--- src/rtl/jpdr_pkg.sv ---
`default_nettype none

package jpdr_pkg;

    localparam int EtaW   = 12;
    localparam int PhiW   = 11;
    localparam int DistW  = 23;
    localparam int SumW   = 25;
    localparam int IndexW = 4;

    localparam logic [11:0] PiFix    = 12'd804;
    localparam logic [11:0] TwoPiFix = 12'd1608;
    localparam logic [DistW-1:0] DistReset = 23'd10486;

    typedef struct packed {
        logic store;
        logic start;
        logic issue;
        logic finish;
    } cmd_t;

    typedef struct packed {
        logic pipe_busy;
        logic out_busy;
    } status_t;

endpackage

`default_nettype wire

--- src/rtl/jpdr_ram.sv ---
`default_nettype none

module jpdr_ram #(
    parameter int WIDTH = 23,
    parameter int DEPTH = 16
) (
    input  wire logic             clk,
    input  wire logic             we,
    input  wire logic [((DEPTH > 1) ? $clog2(DEPTH) : 1)-1:0] waddr,
    input  wire logic [WIDTH-1:0] wdata,
    input  wire logic             re,
    input  wire logic [((DEPTH > 1) ? $clog2(DEPTH) : 1)-1:0] raddr,
    output logic      [WIDTH-1:0] rdata
);

    logic [WIDTH-1:0] mem [DEPTH];

    always_ff @(posedge clk)
    begin
        if (we)
        begin
            mem[waddr] <= wdata;
        end
        if (re)
        begin
            rdata <= mem[raddr];
        end
    end

endmodule

`default_nettype wire

--- src/rtl/jpdr_ctrl.sv ---
`default_nettype none

module jpdr_ctrl #(
    parameter int MAX_PARTONS = 16
) (
    input  wire logic              clk,
    input  wire logic              rst_n,
    input  wire logic              in_valid,
    input  wire logic              in_op,
    input  wire logic              out_ready,
    input  wire jpdr_pkg::status_t status,
    input  wire logic [$clog2(MAX_PARTONS + 1)-1:0] count,
    output logic                   in_ready,
    output jpdr_pkg::cmd_t         cmd,
    output logic [((MAX_PARTONS > 1) ? $clog2(MAX_PARTONS) : 1)-1:0] rd_addr
);

    localparam int AW = (MAX_PARTONS > 1) ? $clog2(MAX_PARTONS) : 1;
    localparam int CW = $clog2(MAX_PARTONS + 1);

    typedef enum logic [1:0] {
        IDLE,
        SCAN,
        DRAIN
    } state_t;

    state_t        state_reg, state_next;
    logic [CW-1:0] issue_reg, issue_next;
    logic          accept;
    logic [AW+CW-1:0] addr_ext;

    assign in_ready = (state_reg == IDLE) && (!status.out_busy || out_ready);
    assign accept   = in_valid && in_ready;
    assign addr_ext = {{AW{1'b0}}, issue_reg};
    assign rd_addr  = addr_ext[AW-1:0];

    always_comb
    begin
        state_next = state_reg;
        issue_next = issue_reg;
        cmd        = '0;
        cmd.store  = accept && !in_op;
        cmd.start  = accept && in_op;
        case (state_reg)
            IDLE:
            begin
                if (accept && in_op)
                begin
                    state_next = SCAN;
                    issue_next = '0;
                end
            end
            SCAN:
            begin
                if (issue_reg < count)
                begin
                    cmd.issue  = 1'b1;
                    issue_next = issue_reg + 1'b1;
                end
                else
                begin
                    state_next = DRAIN;
                end
            end
            DRAIN:
            begin
                if (!status.pipe_busy)
                begin
                    cmd.finish = 1'b1;
                    state_next = IDLE;
                end
            end
            default:
            begin
                state_next = IDLE;
            end
        endcase
    end

    always_ff @(posedge clk or negedge rst_n)
    begin
        if (!rst_n)
        begin
            state_reg <= IDLE;
            issue_reg <= '0;
        end
        else
        begin
            state_reg <= state_next;
            issue_reg <= issue_next;
        end
    end

endmodule

`default_nettype wire

--- src/rtl/jpdr_dp.sv ---
`default_nettype none

module jpdr_dp #(
    parameter int MAX_PARTONS = 16
) (
    input  wire logic                          clk,
    input  wire logic                          rst_n,
    input  wire jpdr_pkg::cmd_t                cmd,
    input  wire logic [((MAX_PARTONS > 1) ? $clog2(MAX_PARTONS) : 1)-1:0] rd_addr,
    input  wire logic signed [jpdr_pkg::EtaW-1:0] in_eta,
    input  wire logic signed [jpdr_pkg::PhiW-1:0] in_phi,
    input  wire logic                          in_first,
    input  wire logic                          cfg_we,
    input  wire logic [jpdr_pkg::DistW-1:0]    cfg_data,
    input  wire logic                          out_ready,
    output jpdr_pkg::status_t                  status,
    output logic [$clog2(MAX_PARTONS + 1)-1:0] count,
    output logic                               out_valid,
    output logic                               out_matched,
    output logic [jpdr_pkg::IndexW-1:0]        out_index,
    output logic [jpdr_pkg::DistW-1:0]         out_dist,
    output logic                               out_dropped
);

    localparam int AW = (MAX_PARTONS > 1) ? $clog2(MAX_PARTONS) : 1;
    localparam int CW = $clog2(MAX_PARTONS + 1);
    localparam int EW = jpdr_pkg::EtaW;
    localparam int PW = jpdr_pkg::PhiW;
    localparam int DW = jpdr_pkg::DistW;
    localparam int SW = jpdr_pkg::SumW;
    localparam int IW = jpdr_pkg::IndexW;

    // parton table and set bookkeeping
    logic [CW-1:0]    count_reg, count_next;
    logic             ovf_reg, ovf_next;
    logic [DW-1:0]    max_reg;
    logic             room;
    logic             wr_en;
    logic [AW-1:0]    wr_addr;
    logic [AW+CW-1:0] cnt_ext;
    logic [EW+PW-1:0] rd_data;

    assign room    = count_reg < CW'(MAX_PARTONS);
    assign cnt_ext = {{AW{1'b0}}, count_reg};
    assign wr_en   = cmd.store && (in_first || room);
    assign wr_addr = in_first ? '0 : cnt_ext[AW-1:0];
    assign count   = count_reg;

    always_comb
    begin
        count_next = count_reg;
        ovf_next   = ovf_reg;
        if (cmd.store)
        begin
            if (in_first)
            begin
                count_next = CW'(1);
                ovf_next   = 1'b0;
            end
            else if (room)
            begin
                count_next = count_reg + 1'b1;
            end
            else
            begin
                ovf_next = 1'b1;
            end
        end
    end

    jpdr_ram #(
        .WIDTH (EW + PW),
        .DEPTH (MAX_PARTONS)
    ) u_table (
        .clk   (clk),
        .we    (wr_en),
        .waddr (wr_addr),
        .wdata ({in_phi, in_eta}),
        .re    (cmd.issue),
        .raddr (rd_addr),
        .rdata (rd_data)
    );

    // scan pipeline
    logic signed [EW-1:0] jet_eta_reg;
    logic signed [PW-1:0] jet_phi_reg;
    logic                 v1_reg, v2_reg, v3_reg;
    logic [AW-1:0]        idx1_reg, idx2_reg, idx3_reg;
    logic signed [EW:0]   de_reg;
    logic signed [11:0]   dp_reg;
    logic [23:0]          de2_reg;
    logic [19:0]          dp2_reg;

    logic signed [EW-1:0] st_eta;
    logic signed [PW-1:0] st_phi;
    logic signed [EW:0]   de;
    logic signed [11:0]   dphi;
    logic [11:0]          dabs;
    logic signed [11:0]   dp;
    logic signed [2*EW+1:0] de_sq;
    logic signed [23:0]   dp_sq;

    assign st_eta = rd_data[EW-1:0];
    assign st_phi = rd_data[EW+PW-1:EW];
    assign de     = {jet_eta_reg[EW-1], jet_eta_reg} - {st_eta[EW-1], st_eta};
    assign dphi   = {jet_phi_reg[PW-1], jet_phi_reg} - {st_phi[PW-1], st_phi};
    assign dabs   = dphi[11] ? 12'(-dphi) : dphi;
    assign dp     = (dabs <= jpdr_pkg::PiFix) ? dabs : (jpdr_pkg::TwoPiFix - dabs);
    assign de_sq  = de_reg * de_reg;
    assign dp_sq  = dp_reg * dp_reg;

    always_ff @(posedge clk)
    begin
        if (cmd.start)
        begin
            jet_eta_reg <= in_eta;
            jet_phi_reg <= in_phi;
        end
        idx1_reg <= rd_addr;
        idx2_reg <= idx1_reg;
        idx3_reg <= idx2_reg;
        de_reg   <= de;
        dp_reg   <= dp;
        de2_reg  <= de_sq[23:0];
        dp2_reg  <= dp_sq[19:0];
    end

    // nearest search
    logic              found_reg, found_next;
    logic [SW-1:0]     best_d_reg, best_d_next;
    logic [AW-1:0]     best_i_reg, best_i_next;
    logic [SW-1:0]     cur_dist;
    logic [AW+IW-1:0]  best_i_ext;

    assign cur_dist   = {1'b0, de2_reg} + {5'b0, dp2_reg};
    assign best_i_ext = {{IW{1'b0}}, best_i_reg};

    always_comb
    begin
        found_next  = found_reg;
        best_d_next = best_d_reg;
        best_i_next = best_i_reg;
        if (cmd.start)
        begin
            found_next  = 1'b0;
            best_d_next = '0;
            best_i_next = '0;
        end
        else if (v3_reg && (cur_dist <= {2'b0, max_reg})
                 && (!found_reg || cur_dist < best_d_reg))
        begin
            found_next  = 1'b1;
            best_d_next = cur_dist;
            best_i_next = idx3_reg;
        end
    end

    assign status.pipe_busy = v1_reg || v2_reg || v3_reg;
    assign status.out_busy  = out_valid;

    always_ff @(posedge clk or negedge rst_n)
    begin
        if (!rst_n)
        begin
            count_reg <= '0;
            ovf_reg   <= 1'b0;
            max_reg   <= jpdr_pkg::DistReset;
            v1_reg    <= 1'b0;
            v2_reg    <= 1'b0;
            v3_reg    <= 1'b0;
            found_reg <= 1'b0;
            out_valid <= 1'b0;
        end
        else
        begin
            count_reg <= count_next;
            ovf_reg   <= ovf_next;
            if (cfg_we)
            begin
                max_reg <= cfg_data;
            end
            v1_reg    <= cmd.issue;
            v2_reg    <= v1_reg;
            v3_reg    <= v2_reg;
            found_reg <= found_next;
            if (cmd.finish)
            begin
                out_valid <= 1'b1;
            end
            else if (out_ready)
            begin
                out_valid <= 1'b0;
            end
        end
    end

    always_ff @(posedge clk)
    begin
        best_d_reg <= best_d_next;
        best_i_reg <= best_i_next;
        if (cmd.finish)
        begin
            out_matched <= found_reg;
            out_index   <= found_reg ? best_i_ext[IW-1:0] : '0;
            out_dist    <= found_reg ? best_d_reg[DW-1:0] : '0;
            out_dropped <= ovf_reg;
        end
    end

endmodule

`default_nettype wire

--- src/rtl/jet_parton_delta_r_match_top.sv ---
`default_nettype none

// channel   | direction | handshake                       | payload
// s_axis    | in        | s_tvalid / s_tready             | s_tdata, s_tuser
// m_axis    | out       | m_tvalid / m_tready             | m_tdata, m_tuser
// cfg       | in        | cfg_valid / cfg_ready           | cfg_data
//
// a match item scans every stored parton, paced by the single table read port
// reading one parton a cycle into a three stage distance pipeline
// reset clears the set count, the dropped flag and the output valid flag;
// the radius returns to 0.4 squared
// input is held off while a match runs or while a result waits and m_tready is low

module jet_parton_delta_r_match_top #(
    parameter int MAX_PARTONS = 16
) (
    input  wire logic        clk,
    input  wire logic        rst_n,
    input  wire logic        s_tvalid,
    output logic             s_tready,
    input  wire logic [23:0] s_tdata,   // eta[11:0], phi[22:12], zero pad
    input  wire logic [1:0]  s_tuser,   // op[0], first_parton[1]
    output logic             m_tvalid,
    input  wire logic        m_tready,
    output logic [31:0]      m_tdata,   // parton_index[3:0], distance_sq[26:4], zero pad
    output logic [1:0]       m_tuser,   // matched[0], partons_dropped[1]
    input  wire logic        cfg_valid,
    output logic             cfg_ready,
    input  wire logic [22:0] cfg_data
);

    localparam int AW = (MAX_PARTONS > 1) ? $clog2(MAX_PARTONS) : 1;
    localparam int CW = $clog2(MAX_PARTONS + 1);

    jpdr_pkg::cmd_t    cmd;
    jpdr_pkg::status_t status;
    logic [AW-1:0]     rd_addr;
    logic [CW-1:0]     count;
    logic              matched;
    logic [3:0]        parton_index;
    logic [22:0]       distance_sq;
    logic              partons_dropped;

    assign cfg_ready = 1'b1;

    jpdr_ctrl #(
        .MAX_PARTONS (MAX_PARTONS)
    ) u_ctrl (
        .clk       (clk),
        .rst_n     (rst_n),
        .in_valid  (s_tvalid),
        .in_op     (s_tuser[0]),
        .out_ready (m_tready),
        .status    (status),
        .count     (count),
        .in_ready  (s_tready),
        .cmd       (cmd),
        .rd_addr   (rd_addr)
    );

    jpdr_dp #(
        .MAX_PARTONS (MAX_PARTONS)
    ) u_dp (
        .clk         (clk),
        .rst_n       (rst_n),
        .cmd         (cmd),
        .rd_addr     (rd_addr),
        .in_eta      (s_tdata[11:0]),
        .in_phi      (s_tdata[22:12]),
        .in_first    (s_tuser[1]),
        .cfg_we      (cfg_valid && cfg_ready),
        .cfg_data    (cfg_data),
        .out_ready   (m_tready),
        .status      (status),
        .count       (count),
        .out_valid   (m_tvalid),
        .out_matched (matched),
        .out_index   (parton_index),
        .out_dist    (distance_sq),
        .out_dropped (partons_dropped)
    );

    assign m_tdata = {5'b0, distance_sq, parton_index};
    assign m_tuser = {partons_dropped, matched};

endmodule

`default_nettype wire

--- config.mk ---
export PLATFORM = sky130hd
export DESIGN_NAME = jet_parton_delta_r_match_top
export DESIGN_NICKNAME = d
export VERILOG_FILES = /design/src/rtl/jpdr_pkg.sv /design/src/rtl/jpdr_ram.sv /design/src/rtl/jpdr_ctrl.sv /design/src/rtl/jpdr_dp.sv /design/src/rtl/jet_parton_delta_r_match_top.sv
export SDC_FILE = /design/constraint.sdc
export NUM_CORES = 1
export LEC_CHECK = 0
export BUFFER_PORTS_ARGS = -buffer_cell sky130_fd_sc_hd__buf_2
export CAP_MARGIN = 25
export CORE_MARGIN = 4
export CORE_UTILIZATION = 45
export CTS_CLUSTER_DIAMETER = 100
export DETAILED_ROUTE_END_ITERATION = 10
export HOLD_SLACK_MARGIN = 0.02
export PLACE_DENSITY = 0.66
export SYNTH_ARGS = -nofsm -noshare
export SYNTH_HDL_FRONTEND = slang
export SYNTH_SLANG_ARGS = --single-unit
--- constraint.sdc ---
create_clock -name clk -period 6.2 [get_ports clk]
set_input_delay 0.93 -clock clk [delete_from_list [all_inputs] [get_ports clk]]
set_output_delay 0.93 -clock clk [all_outputs]
set_load 0.005 [all_outputs]
==> impl_metrics.ini <==
[clock_network]
h-tree-depth = 2
cts_hold_buf = 0
cts_root_buffer = clkbuf_16
cts.reportedPaths.clkPinSlew_ns = 0.06
cts_buffer_depth = 3
cts_tree = yes
cts.sinks = 592
insertion_delay_ns = 0.63
cts_inserted_buffers = 57
cts_setup_buffers = 0
cts_resized = 0

[setup_path]
endpoint_kind = flop
r2r-start = u_dp.de_reg[12]
rrSetupSlack_ns = 0.31
path_max_fanout = 17
r2r_end = u_dp.de2_reg[23]
slowest_delay_ns = 0.56
crit_type = reg -> reg
cp.required_ns = 6.66
crit_arrival_ns = 6.35
cp-start-kind = flop
crit_top_cell = fa_1
ff2ff_path_depth = 20
crit_buf_inv = 5
cpLargestDelayFamily = adder cells
slowest_stage = fa_1
path_cells = buf_4 > nand2_1 > fa_1 > fa_1 > inv_1 > fa_1 > fa_1 > inv_1 > fa_1 > inv_1 > ha_1 > ha_1 > or2_2 > a21oi_1 > a31oi_1 > and4_1 > a2111oi_0 > buf_4 > a21oi_1 > xnor2_1

[synth]
yosys_warnings = 0
ys_seq_elements = 592
syn_area_um2 = 33900
synthDistinctLibCells = 88
synth.area.top_cells = edfxtp_1 (39%), fa_1 (14%), ha_1 (8.0%)
synth_top_cell_area_share = 0.393
syn_inst = 2531
post_synth.cell_area_avg_um2 = 13.4
synth_edf_count = 443
synth-main-ff-cell = edfxtp_1
yosysSeqAreaShare = 0.487
synth_largest_area_cell = edfxtp_1
async_flop_share = 0.0693

[timing]
worst_pin_slew_ns = 0.928
max_freq_ghz = 0.170
min_period_over_period = 0.950
final.setup.tns_ns = 0
relSlewSlack = 0.381
finalCriticalPeriod_ns = 5.89
hold_viol = 0
grt_setup_unrepaired = no
slew_viol_final = 0
finalSetupViolations = 0
finClkSkew_ns = 0.0497
holdWs_ns = 0.287

[die]
ios = 91
die-area_um2 = 79800
core-area_um2 = 74600
initial_core_util = 0.454
die_h_um = 282
num_rows = 100
die_x_um = 282

[grt]
grt_pass1_wl_mm = 112
use_met1 = 0.241
grt_start_max_net_pins = 78
globalRouteOverflowTotal = 0
grt_pass1_vias = 20500
grt.busiest_layer = met2
track_usage = 0.180
antenna_found_initial = 5
met3_usage = 0.0262
use_met2 = 0.310

[cells_and_area]
final_nets = 3145
drive_above_1_share = 0.150
largest_reg_flops = 368
syn_to_final_growth_pct = 10.5
n_fill_cell = 6250
fin_area_um2 = 37400

[place]
placed_area_um2 = 35600
port_buffers = 83
routabilityCongestion = 0.863
place_hpwl_mm = 47.7

[detailed_routing]
vias = 19200
ant_nets = 0
drc = 0
via_per_inst = 5.24
avgRoutedWirePerCell_um = 19.2
routed_wl_mm = 70.3
drtIter0Drc = 1201
dr.pass1.iters = 5

[run]
drv_cap = 0

[status]
status = completed

[hold_path]
min_path_type = in -> async
==> layer usage <==
layer,share of wire,routed length [um]
met1,0.43,30500
met2,0.49,34500
met3,0.050,3490
met4,0.025,1790
met5,0.00033,23
==> cells in the mapped netlist, types with 59 or more instances <==
master      n
a21oi_1    67
and2_1     98
clkbuf_1   59
dfxtp_1   108
edfxtp_1  443
fa_1      235
ha_1      217
inv_1     385
mux4_2    115
nand2_1   128
nor2_1    122
o21ai_0    65
xnor2_1    76
==> through the flow <==
step	utilization	setup WS, ns	instances
CTS	0.501	0.166	3655
global route	0.502	0.0388	3658
finish	0.502	0.310	3658
global placement	0.477	0.311	3548
detailed placement	0.477	0.229	3548
floorplan	-	0.0341	2535
==> final cells by class <==
cell class              instances  area [um^2]  area share
diodes                          2         5.00    0.000134
flip-flops and latches        592        16500       0.441
inverters                     385         1450      0.0386
multi-input cells            1477        15700       0.419
well taps                     969         1210      0.0324
repair buffers                126          776      0.0207
clock buffers                  69         1480      0.0396
clock inverters                38          320     0.00856
==> cell usage in the layout (no fill, tap or decap), types with 65 or more instances in the layout <==
cell type / instances
and2_1: 98
mux4_2: 115
xnor2_1: 76
buf_2: 83
o21ai_0: 65
edfxtp_1: 443
a21oi_1: 67
ha_1: 217
nor2_1: 107
inv_1: 385
dfxtp_1: 101
nand2_1: 128
fa_1: 235
==> logic make-up after synthesis <==
kind of cell / share of synthesized area
flip-flops: 0.487
AND/OR/NAND/NOR: 0.0752
buffers and inverters: 0.0532
adder cells (fa/ha/maj): 0.219
AO/OA/AOI/OAI: 0.0494
multiplexers: 0.0870
XOR/XNOR: 0.0291
other: 0.000222
==> worst max-delay path by stage <==
stage / from / cells after the start / end / slack, ns
2_1_floorplan: u_dp.de_reg[12] / 20 / u_dp.de2_reg[23] / 0.03
3_3_place_gp: u_dp.de_reg[12] / 20 / u_dp.de2_reg[23] / 0.31
3_5_place_dp: u_dp.de_reg[12] / 20 / u_dp.de2_reg[23] / 0.23
4_1_cts: u_dp.de_reg[12] / 20 / u_dp.de2_reg[23] / 0.17
5_1_grt: u_dp.de_reg[2] / 20 / u_dp.de2_reg[23] / 0.04
6_report: u_dp.de_reg[12] / 20 / u_dp.de2_reg[23] / 0.31
Power is left out: the tool's default activity adds up to more than one toggle a clock period on the data nets, which glitch-free logic cannot reach.
